File: src/rtl/core/aalp_ram.sv
`timescale 1ns / 1ps
// ----------------------------------------------------------------------------
// aalp_ram
// Generic simple dual-port RAM, one write port, one registered read port.
// ----------------------------------------------------------------------------
module aalp_ram #(
   parameter int WIDTH = 32,
   parameter int DEPTH = 64,
   localparam int AW   = (DEPTH > 1) ? $clog2(DEPTH) : 1
) (
   input  logic             clock,
   input  logic             we,
   input  logic [AW-1:0]    waddr,
   input  logic [WIDTH-1:0] wdata,
   input  logic [AW-1:0]    raddr,
   output logic [WIDTH-1:0] rdata
);

   logic [WIDTH-1:0] mem_ff [DEPTH];
   logic [WIDTH-1:0] rdata_ff;

   // write port
   always_ff @(posedge clock) begin
      if (we) begin
         mem_ff[waddr] <= wdata;
      end
   end

   // registered read port
   always_ff @(posedge clock) begin
      rdata_ff <= mem_ff[raddr];
   end

   assign rdata = rdata_ff;

endmodule

File: config.mk
export PLATFORM = sky130hd
export DESIGN_NAME = aalp_ram
export DESIGN_NICKNAME = d
export VERILOG_FILES = /design/src/rtl/core/aalp_ram.sv
export SDC_FILE = /design/constraint.sdc
export NUM_CORES = 2
export LEC_CHECK = 0
export BUFFER_PORTS_ARGS = -buffer_cell sky130_fd_sc_hd__buf_2
export CORE_ASPECT_RATIO = 1.25
export CORE_MARGIN = 5
export CORE_UTILIZATION = 40
export CTS_CLUSTER_DIAMETER = 40
export DETAILED_ROUTE_END_ITERATION = 10
export MAX_ROUTING_LAYER = met4
export SLEW_MARGIN = 20
export SYNTH_ARGS = -nofsm -noshare
export SYNTH_HDL_FRONTEND = slang
export SYNTH_SLANG_ARGS = --single-unit
File: constraint.sdc
create_clock -name clock -period 8.7 [get_ports clock]
set_input_delay 0.87 -clock clock [delete_from_list [all_inputs] [get_ports clock]]
set_output_delay 0.87 -clock clock [all_outputs]
set_load 0.1 [all_outputs]
==> impl_results.md <==
- Post-DR wirelength/cell: roughly 33 microns
- Cells after DPL: roughly 5900
- Share of layout cells above drive strength 1: 0.302
- Via count: ~37000
- Commonest cells after routing, fill and taps aside: edfxtp_1, mux4_2, clkbuf_16, buf_4, mux2i_1
- Vias/cell: between 5 and 6
- Post-CTS Setup Inserts: 0
- Final std cells w/o fill: 6296
- GRT Residual Overflow: 0
- Initial antenna violation count: 23
- Initial Util: 0.403
- CTS tree: done
- CP max FO: 64
- Avg Cell Area, Syn: about 24 sq um
- Die H: 505 microns
- Final period util: 0.451
- RePlAce Congestion: 0.786
- Post-layout nets: 3589
- CTS sink cnt: around 2100
- Status: finished, final reports clean
- HP Class: in2reg
- Max-Cap Viols: 0
- # setup viols final: 0
- Detailed-route DRC error count: 0
- Post-synthesis sequential area ratio: 0.791
- Setup TNS: 0 ns
- VDD IR max: between 0.2 and 0.25 mV
- Post-synthesis cell area: between 70000 and 80000 sq um
- RSZ-0062 raised after global routing: no
- Std cell rows: 181
- Required time of the critical path: about 9.4 ns
- GRT Total Usage: 0.208
- FF-to-FF path depth: 4
- Slew Limit Fails: 0
- Synth Flop Type: edfxtp_1
- Synth warn: 0
- First-pass DRT Iterations: 5
- WL final: 207000 microns
- Hpwl dp: 112000 microns
- Port Buffer Count: between 70 and 80
- P&R area growth vs syn: 14.1%
- Startpoint Class: input pin
- Max Fclk: 255 MHz
- Place WS: between 3 and 4 ns
- Root Buffer: clkbuf_16
- Clock Latency Late Sink: roughly 0.84 ns
- Critical path type: in2reg
- Final Util: 0.459
- Async SR Flop Fraction: 0
- Largest net degree at the start of global routing: 86
- Worst-Margin Slew: about 1.2 ns
- Total power: ~21 mW
- #FFs+latches synth: approximately 2100
- Hold_buf cts: 0
- I/O pins: 78
- Crit path DAT: between 4 and 5 ns
- Die Width: 406 microns
- Hold Path Stages: 1
- Crit. End Element: flip-flop
- Synth Instances: approximately 3300
- Final Hold Viols: 0
- First DRT Iteration DRCs: 4587
- Routed Antenna Nets: 0
- H-Tree Depth: 4
- Setup ws final: between 4 and 5 ns
- Num CTS Buffers: around 200
- Clk pin slew, worst setup/hold paths: about 0.060 ns
- PD cells: around 240 nW/um^2
- CTS max path bufs: 3
- Final Skew: ~0.034 ns
- Core Footprint: between 150000 and 200000 sq um
- Cts repair resizes: 0
- Most common cell after layout, fill and taps aside: edfxtp_1
- Total Die Area: 205000 sq um
- Lkg Pwr: 27.6 nW
- Fin crit period: around 3.9 ns
- Number of synthesized flops with an enable pin: 2048
- First-pass GRT wire length: between 200000 and 300000 microns
- Mapped Nets: approximately 3400
- Cell variety after synth: 34
- Vias in the first global route: roughly 38000
- Slew Limit Headroom: 0.231
==> worst paths after layout <==
check                       from              to  slack, ns
setup reg to reg  mem_ff[60][28]       rdata[28]       6.16
hold reg to reg   mem_ff[12][20]       rdata[20]       0.77
setup / recovery        raddr[1]       rdata[28]       4.77
hold / removal         wdata[11]  mem_ff[61][11]       0.56
==> where the power goes <==
group / internal (mW) / switching [mW]
sequential: 11.1 / 0.0528
clock: 5.04 / 3.83
combinational: 0.363 / 0.808
total: 16.5 / 4.69
==> critical path, cell delays in order <==
cell     delay [ns]
buf_8          0.46
buf_4          0.63
buf_4          0.61
mux4_2         0.40
mux4_2         0.50
o22ai_1        0.88
nor2_1         0.12
==> cell usage after synthesis (8+ instances only) <==
cell type     n  area share
nand2_1      26      0.0012
nor2b_1      15      0.0012
o22ai_1      84      0.0067
buf_4        25      0.0024
nor2_1      137      0.0065
buf_2        57      0.0036
mux4_2      544        0.16
a22oi_1      12      0.0011
buf_1        21      0.0010
dfxtp_1      32      0.0082
edfxtp_1   2048        0.78
nand2b_1      8     0.00064
clkbuf_1     74      0.0035
a311oi_1      8     0.00089
mux2i_1      93       0.012
a21oi_1      62      0.0040
o221ai_1     27      0.0030
==> flip-flops by register name, summed over array words and instances, names as in the netlist <==
name	flops
mem_ff	2048
rdata	32
==> routing by layer <==
layer / vias up / share of wire / GRT usage
met5: - / 0 / -
met4: 0 / 0.036 / 0.0748
met3: 299 / 0.080 / 0.0457
met2: 1481 / 0.49 / 0.328
met1: 20175 / 0.39 / 0.268
li1: 14745 / - / -
==> kinds of logic after synthesis <==
logic type             share of synthesized area
multiplexers                               0.168
AO/OA/AOI/OAI                             0.0167
buffers and inverters                     0.0113
flip-flops                                 0.791
AND/OR/NAND/NOR                           0.0127
==> metrics by stage <==
stage	hold slack, ns	instance area [sq um]
2_1_floorplan	0.663	78500
3_3_place_gp	0.731	82700
3_5_place_dp	0.749	82700
4_1_cts	0.650	89500
5_1_grt	0.568	89600
6_report	0.557	89600
==> area by class of cell <==
type	instances	area, sq um
antenna	18	45.0
clock buffer	248	5380
clock inverter	131	1390
tap	2562	3210
fill	15889	105000
sequential	2080	62100
timing repair buffer	195	1430
multi-input combinational	1062	16000
No activity file was read; power rests on OpenSTA's default activity.
