===== src/rtl/core/aalp_pkg.sv =====
`timescale 1ns / 1ps
// ----------------------------------------------------------------------------
// aalp_pkg
// Shared types and constants for the address allow-list prefilter.
// ----------------------------------------------------------------------------
package aalp_pkg;

   localparam int ADDR_W      = 32;
   localparam int OCTET_W     = 8;
   localparam int OCTETS      = 4;
   localparam int COUNT_DEPTH = 256;

   // request command codes
   typedef enum logic [1:0] {
      CMD_ADD    = 2'd0,
      CMD_DELETE = 2'd1,
      CMD_LOOKUP = 2'd2,
      CMD_CLEAR  = 2'd3
   } command_type;

   // response status codes
   typedef enum logic [1:0] {
      STATUS_OK        = 2'd0,
      STATUS_DUP       = 2'd1,
      STATUS_NOT_FOUND = 2'd2,
      STATUS_FULL      = 2'd3
   } status_type;

   // sequencer states
   typedef enum logic [2:0] {
      ST_CLEAR,
      ST_IDLE,
      ST_LOAD,
      ST_COUNT,
      ST_SEARCH,
      ST_UPDATE,
      ST_RESP
   } state_type;

   // table scan status
   typedef struct packed {
      logic done;
      logic hit;
      logic free_found;
   } scan_flags_type;

endpackage


===== src/rtl/core/aalp_scan.sv =====
`timescale 1ns / 1ps
// ----------------------------------------------------------------------------
// aalp_scan
// Walks the address table one entry per cycle, compares each entry against
// the target and records the first match and the lowest free entry.
// ----------------------------------------------------------------------------
module aalp_scan import aalp_pkg::*; #(
   parameter int ENTRIES = 64,
   localparam int IW     = $clog2(ENTRIES)
) (
   input  logic              clock,
   input  logic              reset,
   input  logic              start,
   input  logic              entry_valid,
   input  logic [ADDR_W-1:0] entry_address,
   input  logic [ADDR_W-1:0] target,
   output logic [IW-1:0]     rd_addr,
   output logic [IW-1:0]     hit_idx,
   output logic [IW-1:0]     free_idx,
   output scan_flags_type    flags
);

   logic [IW:0]   scan_ff, scan_in;
   logic          run_ff, run_in;
   logic          chk_vld_ff, chk_vld_in;
   logic [IW-1:0] chk_idx_ff, chk_idx_in;
   logic          hit_ff, hit_in;
   logic [IW-1:0] hit_idx_ff, hit_idx_in;
   logic          free_ff, free_in;
   logic [IW-1:0] free_idx_ff, free_idx_in;
   logic          done_ff, done_in;
   logic          issue;
   logic          hit_now;
   logic          last_now;
   logic          finish;

   // read issue and compare of the entry read in the previous cycle
   always_comb begin
      issue    = run_ff && (scan_ff != (IW+1)'(ENTRIES));
      hit_now  = chk_vld_ff && entry_valid && (entry_address == target);
      last_now = chk_vld_ff && (chk_idx_ff == IW'(ENTRIES - 1));
      finish   = run_ff && (hit_now || last_now);
   end

   // next scan state
   always_comb begin
      scan_in     = scan_ff;
      run_in      = run_ff;
      chk_vld_in  = chk_vld_ff;
      chk_idx_in  = chk_idx_ff;
      hit_in      = hit_ff;
      hit_idx_in  = hit_idx_ff;
      free_in     = free_ff;
      free_idx_in = free_idx_ff;
      done_in     = done_ff;
      if (start) begin
         scan_in    = '0;
         run_in     = 1'b1;
         chk_vld_in = 1'b0;
         hit_in     = 1'b0;
         free_in    = 1'b0;
         done_in    = 1'b0;
      end else if (run_ff) begin
         scan_in    = issue ? scan_ff + 1'b1 : scan_ff;
         chk_vld_in = issue && !finish;
         chk_idx_in = scan_ff[IW-1:0];
         if (hit_now) begin
            hit_in     = 1'b1;
            hit_idx_in = chk_idx_ff;
         end
         // lowest invalid entry is the slot for an add
         if (chk_vld_ff && !entry_valid && !free_ff) begin
            free_in     = 1'b1;
            free_idx_in = chk_idx_ff;
         end
         if (finish) begin
            run_in  = 1'b0;
            done_in = 1'b1;
         end
      end
   end

   // control registers
   always_ff @(posedge clock) begin
      if (reset) begin
         run_ff     <= 1'b0;
         chk_vld_ff <= 1'b0;
         done_ff    <= 1'b0;
         hit_ff     <= 1'b0;
         free_ff    <= 1'b0;
      end else begin
         run_ff     <= run_in;
         chk_vld_ff <= chk_vld_in;
         done_ff    <= done_in;
         hit_ff     <= hit_in;
         free_ff    <= free_in;
      end
   end

   // index registers
   always_ff @(posedge clock) begin
      scan_ff     <= scan_in;
      chk_idx_ff  <= chk_idx_in;
      hit_idx_ff  <= hit_idx_in;
      free_idx_ff <= free_idx_in;
   end

   assign rd_addr  = scan_ff[IW-1:0];
   assign hit_idx  = hit_idx_ff;
   assign free_idx = free_idx_ff;

   // flags packed as done, hit, free_found from the top bit down
   assign flags = {done_ff, hit_ff, free_ff};

endmodule


===== config.mk =====
export PLATFORM = sky130hd
export DESIGN_NAME = aalp_scan
export DESIGN_NICKNAME = d
export VERILOG_FILES = /design/src/rtl/core/aalp_pkg.sv /design/src/rtl/core/aalp_scan.sv
export SDC_FILE = /design/constraint.sdc
export NUM_CORES = 1
export LEC_CHECK = 0
export BUFFER_PORTS_ARGS = -buffer_cell sky130_fd_sc_hd__buf_2
export CAP_MARGIN = 20
export CORE_MARGIN = 2
export CORE_UTILIZATION = 44
export DETAILED_ROUTE_END_ITERATION = 8
export PLACE_DENSITY = 0.89
export SLEW_MARGIN = 20
export SYNTH_ARGS = -nofsm -noshare
export SYNTH_HDL_FRONTEND = slang
export SYNTH_SLANG_ARGS = --single-unit

===== constraint.sdc =====
create_clock -name clock -period 1.82 [get_ports clock]
set_input_delay 0.091 -clock clock [delete_from_list [all_inputs] [get_ports clock]]
set_output_delay 0.091 -clock clock [all_outputs]
set_load 0.02 [all_outputs]

==> results of run 1 <==
## routing by layer
layer	up-vias	share of wire [%]	track usage, %
met5	-	0	0
met4	0	1.5	5.85
met3	7	5.4	5.81
met2	45	50	29.8
met1	632	43	21.4
li1	695	-	-
## synth_stat cells, drive strengths merged
cell type  count  share of area, %
xnor2          1              0.55
nand3b         3               1.4
a22o           1              0.55
or3            3               1.5
and2           1              0.39
o22ai          1              0.39
a21oi          3              0.94
nor2b          1              0.39
ha             2               1.6
dfxtp         12                15
nor2           9               2.1
o21ai          3              0.94
clkbuf         2              0.47
nand2          5               1.2
nor4b          1              0.55
or4            1              0.47
nand4          7               2.7
nor3           3               1.6
a31oi          1              0.39
edfxtp        18                34
o221a          1              0.71
inv            4              0.94
nor4          12               4.7
xor2          35                19
buf            9               4.2
and4b          2               1.3
nand2b         1              0.39
and4           1              0.55
nand3          3              0.94
## timing repair
| action | 4_1_cts | 5_1_grt |
|---|---|---|
| hold endpoints to repair | 2 | 0 |
| endpoints found under the setup margin | 0 | 0 |
| hold buffers | 1 | 0 |
## power groups by stage
stage                     sequential [W]  clock (W)  combinational [W]
final                           0.000749   0.000355           0.000237
after global routing            0.000752   0.000397           0.000263
after CTS                       0.000749   0.000362           0.000238
after detailed placement        0.000764          0           0.000235
after global placement          0.000763          0           0.000230
after floorplan                 0.000762          0           0.000123
## metrics by stage
stage / power, W / area [um^2] / util, % / std cells / setup WS, ns
floorplan: 0.000885 / 1600 / - / 146 / 0.148
global placement: 0.000993 / 2040 / 59.8 / 272 / 0.145
detailed placement: 0.000999 / 2040 / 59.8 / 272 / 0.110
CTS: 0.00135 / 2100 / 61.5 / 281 / 0.338
global route: 0.00141 / 2100 / 61.5 / 281 / 0.202
finish: 0.00134 / 2100 / 61.5 / 281 / 0.361
## worst paths after layout
check | startpoint | endpoint | slack [ns] | cells after the start
hold reg to reg | chk_idx_ff[5]$_DFFE_PP_ | hit_idx[5]$_DFFE_PP_ | 0.48 | 0
hold / removal | start | scan_ff[5]$_SDFFE_PP0P_ | 0.07 | 2
setup reg to reg | scan_ff[0]$_SDFFE_PP0P_ | scan_ff[2]$_SDFFE_PP0P_ | 0.36 | 7
setup / recovery | scan_ff[0]$_SDFFE_PP0P_ | scan_ff[2]$_SDFFE_PP0P_ | 0.36 | 7
## state kept, by name, indices dropped and copies added (netlist names)
signal and count:
hit_ff 1, done_ff 1, free_ff 1, chk_idx_ff 6, scan_ff 7, hit_idx 6, free_idx 6, run_ff 1
chk_vld_ff 1
## critical path, stage by stage, from the launching register on
cell,delay (ns)
sky130_fd_sc_hd__dfxtp_1,0.36
sky130_fd_sc_hd__inv_1,0.10
sky130_fd_sc_hd__ha_1,0.15
sky130_fd_sc_hd__nor4b_1,0.22
sky130_fd_sc_hd__nand3b_1,0.19
sky130_fd_sc_hd__nand3_1,0.14
sky130_fd_sc_hd__xor2_1,0.16
sky130_fd_sc_hd__nor2_1,0.05
## logic make-up (layout without fill, tap and decap cells)
| group | count (synthesis) | count (layout) | share of synthesized area [%] |
|---|---|---|---|
| buffers and inverters | 15 | 104 | 5.64 |
| DFF | 30 | 30 | 48.9 |
| and+or+nand+nor | 53 | 53 | 20.2 |
| adders and majority gates | 2 | 2 | 1.57 |
| xor gates and xnor gates | 36 | 36 | 19.7 |
| AOI/OAI and AO/OA | 10 | 10 | 3.92 |
## layout make-up
cell class / instances / area [um^2]
Inverter: 4 / 15.0
Sequential cell: 30 / 781
Multi-Input combinational cell: 101 / 726
Clock buffer: 8 / 48.8
Timing Repair Buffer: 92 / 473
Tap cell: 46 / 57.6
Fill cell: 291 / 1320
==> impl_summary.log, run 1 <==
INFO  metric run_status = complete, no violations
INFO  metric p_clk_share = 26.4%
INFO  metric min_path_type = input port to flop
INFO  metric die_h = 64.2 um
INFO  metric finalHoldViolations = 0
INFO  metric core_area = 0.00342 mm^2
INFO  metric gpl_congestion = 0.867
INFO  metric cts_made_buffers = 5
INFO  metric slew-limit-headroom = 75.1%
INFO  metric timing.setup.tns = 0 ns
INFO  metric tritoncts = done
INFO  metric clock_sinks = 30
INFO  metric finalHoldWorstSlack = 0.0702 ns
INFO  metric vias_per_cell = 4.91
INFO  metric antenna_found_initial = 0
INFO  metric layout_area_overhead = 31.6%
INFO  metric die_area = 0.00413 mm^2
INFO  metric layout_commonest_cell = sky130_fd_sc_hd__buf_2
INFO  metric layout.cells.most_common_list = sky130_fd_sc_hd__buf_2, sky130_fd_sc_hd__xor2_1, sky130_fd_sc_hd__edfxtp_1
INFO  metric p_sw = 0.000336 W
INFO  metric grt_setup_unrepaired = false
INFO  metric power_frac_comb = 17.7%
INFO  metric worst_setup_path_end_kind = flop
INFO  metric power.share.switching = 25.0%
INFO  metric critical_path_arrival = 1.68 ns
INFO  metric internal_power = 0.00101 W
INFO  metric mappedNetlistArea = 0.00160 mm^2
INFO  metric syn_area_per_cell = 10.9 um^2
INFO  metric setup_violations = 0
INFO  metric setup.worst_path.start_class = flop
INFO  metric max_freq = 685 MHz
INFO  metric number_of_setup_buffers_added_after_cts = 0
INFO  metric min_period_over_period = 80.2%
INFO  metric fin_skew = 0.0116 ns
INFO  metric gr-total-overflow = 0
INFO  metric synth-seq-cells = 30
INFO  metric powerDensity = 638 mW/mm^2
INFO  metric grt_max_degree = 12
INFO  metric p_leak = 0.956 nW
INFO  metric reg_power_share = 55.8%
INFO  metric drt_drc_violations_left = 0
INFO  metric ir_worst_vdd = 241 uV
INFO  metric worstSetupPathType = flop to flop
INFO  metric grt_util_all_layers = 17.7%
INFO  metric clk_pin_slew = 0.09 ns
INFO  metric clk-insertion-delay-late = 0.32 ns
INFO  metric placement_rows = 21
INFO  metric via_count = 1379
INFO  metric port_buffers = 88
INFO  metric critical_path_peak_fanout = 5
INFO  metric number_of_i_o_pins = 89
INFO  metric drt_iter0_drc = 45
INFO  metric final_nets = 304
INFO  metric cts-htree-levels = 2
INFO  metric maxSlewViolCount = 0
INFO  metric die_outline_width = 64.2 um
INFO  metric starting_utilization_of_the_core_area = 46.7%
INFO  metric syn_nets = 216
INFO  metric first_pass_grt_wire_length = 5.53 mm
INFO  metric grt_pass1_vias = 1256
INFO  metric post_cts_resize_count = 0
INFO  metric timing.final.crit_period = 1.46 ns
INFO  metric antenna_viol_nets_final = 0
INFO  metric number_of_distinct_library_cell_variants_in_the_gate_level_netlist_after_synthesis = 31
INFO  metric worst_slew_pin_slew = 0.370 ns
INFO  metric yosysSeqAreaShare = 48.9%
INFO  metric synth-warning-count = 0
INFO  metric cts_buffer_depth = 2
INFO  metric crit_required = 2.04 ns
INFO  metric drt-total-wl = 3.41 mm
INFO  metric wire_per_inst = 12.1 um
INFO  metric drive_above_1_share = 42.1%
INFO  metric antenna_cells = 0
INFO  metric dp.final_hpwl = 2.84 mm
INFO  metric syn_inst = 146
INFO  metric first_pass_iters = 6
INFO  metric cap_violations = 0
INFO  metric ctsRootBufferMaster = sky130_fd_sc_hd__clkbuf_4
Power figures use the tool's default switching activity.
==> inputs of run 2 (changes only) <==
Settings changed: CORE_UTILIZATION 44 to 40, PLACE_DENSITY 0.89 to 0.85.
Clock period 1.82 ns to 1.3 ns, I/O delays scaled along.
==> run 2 against run 1 <==
The flow now finishes with violations (negative setup slack). Design area increased by 17%. Sequential share of layout area decreased by 4.9 points. Wire length increased by 22%. First-iteration DRC count increased to 3.0 times the previous value. Critical path depth decreased by 2. Critical endpoint is now done_ff$_SDFFE_PP0P_. Largest cell class is now multi-input gates.
==> impl_summary.log, run 2 (synthesized netlist as in run 1, its figures left out) <==
INFO  metric final_nets = 328 (+7.9%)
INFO  metric power_frac_comb = 19.3% (+1.6 points)
INFO  metric starting_utilization_of_the_core_area = 42.6% (-4.1 points)
INFO  metric internal_power = 0.00186 W (+85%)
INFO  metric antenna_cells = 0 (unchanged)
INFO  metric first_pass_iters = 4 (-2)
INFO  metric num-fill-cells = 319 (+9.6%)
INFO  metric antenna_viol_nets_final = 0 (unchanged)
INFO  metric first_pass_grt_wire_length = 6.28 mm (+14%)
INFO  metric finalHoldWorstSlack = 0.110 ns (+0.0402 ns)
INFO  metric p_leak = 1.13 nW (+18%)
INFO  metric core_area = 0.00374 mm^2 (+9.6%)
INFO  metric regMostFlops = scan_ff
INFO  metric clk-insertion-delay-late = 0.28 ns (-0.04 ns)
INFO  metric wire_per_inst = 13.6 um (+12%)
INFO  metric via_count = 1502 (+8.9%)
INFO  metric grt_setup_unrepaired = true
INFO  metric drt-total-wl = 4.17 mm (+22%)
INFO  metric number_of_i_o_pins = 89 (unchanged)
INFO  metric drt_drc_violations_left = 0 (unchanged)
INFO  metric placement_rows = 22 (+4.8%)
INFO  metric critical_path_peak_fanout = 4 (-1)
INFO  metric place_worst_setup_slack = -0.343 ns (-0.453 ns)
INFO  metric timing.final.crit_period = 1.40 ns (-0.0641 ns)
INFO  metric maxSlewViolCount = 0 (unchanged)
INFO  metric ir_worst_vdd = 426 uV (+77%)
INFO  metric die_outline_width = 67.2 um (+4.6%)
INFO  metric failed_checks = negative setup slack
INFO  metric cap_violations = 0 (unchanged)
INFO  metric dp.final_hpwl = 3.34 mm (+18%)
INFO  metric critical_path_arrival = 1.62 ns (-0.06 ns)
INFO  metric die_area = 0.00451 mm^2 (+9.4%)
INFO  metric tritoncts = done
INFO  metric slowest_stage = sky130_fd_sc_hd__or3_4
INFO  metric p_clk_share = 37.2% (+11 points)
INFO  metric gr-total-overflow = 0 (unchanged)
INFO  metric busiest_layer = met2
INFO  metric p_sw = 0.000577 W (+72%)
INFO  metric gpl_congestion = 0.772 (-11%)
INFO  metric worst_slew_pin_slew = 0.371 ns (+0.00107 ns)
INFO  metric die_h = 67.2 um (+4.6%)
INFO  metric grt_pass1_vias = 1402 (+12%)
INFO  metric largest_reg_flops = 7 (unchanged)
INFO  metric powerDensity = 994 mW/mm^2 (+56%)
INFO  metric antenna_found_initial = 0 (unchanged)
INFO  metric power.share.switching = 23.7% (-1.3 points)
INFO  metric finalHoldViolations = 0 (unchanged)
INFO  metric cts_made_buffers = 5 (unchanged)
INFO  metric fin_skew = 0.00268 ns (-0.00888 ns)
INFO  metric reg_power_share = 43.5% (-12 points)
INFO  metric cts-htree-levels = 2 (unchanged)
INFO  metric final_cell_count_no_fill = 307 (+9.3%)
INFO  metric drt_iter0_drc = 135 (+200%)
INFO  metric slowest_delay = 0.37 ns (about the same)
INFO  metric ctsRootBufferMaster = sky130_fd_sc_hd__clkbuf_8
INFO  metric critical_path.n_buffers_inverters = 1 (unchanged)
INFO  metric grtUsageMet3 = 5.67% (-0.14 points)
INFO  metric run_status = finished, violations left
INFO  metric grt.met2_usage = 32.5% (+2.7 points)
INFO  metric min_path_type = input port to flop
INFO  metric max_freq = 717 MHz (+4.6%)
INFO  metric worst_setup_path_end_kind = flop
INFO  metric clock_sinks = 30 (unchanged)
INFO  metric vias_per_cell = 4.89 (-0.30%)
INFO  metric layout.cells.most_common_list = sky130_fd_sc_hd__buf_2, sky130_fd_sc_hd__xor2_1, sky130_fd_sc_hd__buf_4
INFO  metric grt_util_all_layers = 19.3% (+1.6 points)
INFO  metric cp_delay_by_family_top = simple AND/OR/NAND/NOR gates
INFO  metric drive_above_1_share = 56.4% (+14 points)
INFO  metric crit_required = 1.52 ns (-0.52 ns)
INFO  metric min_period_over_period = 107% (+27 points)
INFO  metric path_cells = nand2_2, buf_4, or3_4, nor3_4, o221a_2
INFO  metric worstSetupPathType = flop to flop
INFO  metric placed_cells = 297 (+9.2%)
INFO  metric final_setup_slack_of_the_worst_path = -0.0952 ns (-0.456 ns)
INFO  metric clk_pin_slew = 0.06 ns (-0.03 ns)
INFO  metric setup.worst_path.start_class = flop
INFO  metric setup_violations = 13 (+13)
INFO  metric slew-limit-headroom = 75.0% (about the same)
INFO  metric port_buffers = 88 (unchanged)
INFO  metric grt_max_degree = 12 (unchanged)
INFO  metric grtUsageMet1 = 23.2% (+1.8 points)
INFO  metric layout_area_overhead = 53.4%
INFO  metric layout_commonest_cell = sky130_fd_sc_hd__buf_2
INFO  metric cts_buffer_depth = 2 (unchanged)
-- run 2: cell count changes in the layout (fill, tap and decap cells not counted), moves of 4 or more --
cell	before	now
sky130_fd_sc_hd__dfxtp_1	12	8
sky130_fd_sc_hd__buf_4	3	26
sky130_fd_sc_hd__clkbuf_8	0	5
sky130_fd_sc_hd__clkbuf_4	5	0
-- run 2: cell type report --
type	instances	area, um^2	area share, %
timing repair buffer	116	663	27.1
tap	48	60.1	2.45
multi-input combinational	101	808	33.0
inverter	4	17.5	0.715
clock inverter	3	40.0	1.64
sequential	30	791	32.3
clock buffer	5	68.8	2.81
-- run 2: power by group through the flow --
stage	registers [W]	clock network [W]	logic (W)
floorplan	0.00107	0	0.000183
global placement	0.00107	0	0.000416
detailed placement	0.00107	0	0.000428
CTS	0.00106	0.000925	0.000449
global route	0.00106	0.000967	0.000509
finish	0.00106	0.000906	0.000469
-- run 2: final timing paths --
kind / depth (start not counted) / to / from / slack [ns]
max reg2reg: 5 / done_ff$_SDFFE_PP0P_ / chk_vld_ff$_SDFFE_PP0P_ / -0.1
max: 5 / done_ff$_SDFFE_PP0P_ / chk_vld_ff$_SDFFE_PP0P_ / -0.1
min reg2reg: 0 / free_idx[2]$_DFFE_PP_ / chk_idx_ff[2]$_DFFE_PP_ / 0.47
min: 2 / scan_ff[1]$_SDFFE_PP0P_ / start / 0.11
-- run 2: metal layers --
metal  routed length (um)  up-vias  share of wire, %
li1                     -      745                 -
met1                 1650      680                40
met2                 2140       66                51
met3                  303       11               7.3
met4                   76        0               1.8
met5                    0        -                 0
-- run 2: worst reg2reg max path, cell delays in order (launching register included) --
cell	delay, ns
sky130_fd_sc_hd__dfxtp_2	0.33
sky130_fd_sc_hd__nand2_2	0.07
sky130_fd_sc_hd__buf_4	0.13
sky130_fd_sc_hd__or3_4	0.37
sky130_fd_sc_hd__nor3_4	0.20
sky130_fd_sc_hd__o221a_2	0.24
-- run 2: per-stage QoR --
step	power (W)	setup TNS (ns)	instance area (um^2)	util (%)
2_1_floorplan	0.00125	-0.473	1620	-
3_3_place_gp	0.00148	-2.59	2230	59.7
3_5_place_dp	0.00150	-2.79	2230	59.7
4_1_cts	0.00243	-0.289	2390	63.9
5_1_grt	0.00254	-1.46	2450	65.4
6_report	0.00243	-0.763	2450	65.4
-- run 2: what timing repair did --
item                                    4_1_cts  5_1_grt
resized for setup                            13       12
endpoints found under the setup margin       11       15
endpoints found under the hold margin         1        0
setup buffers                                 0        1
hold buffers                                  1        0
pin swaps                                     6        6
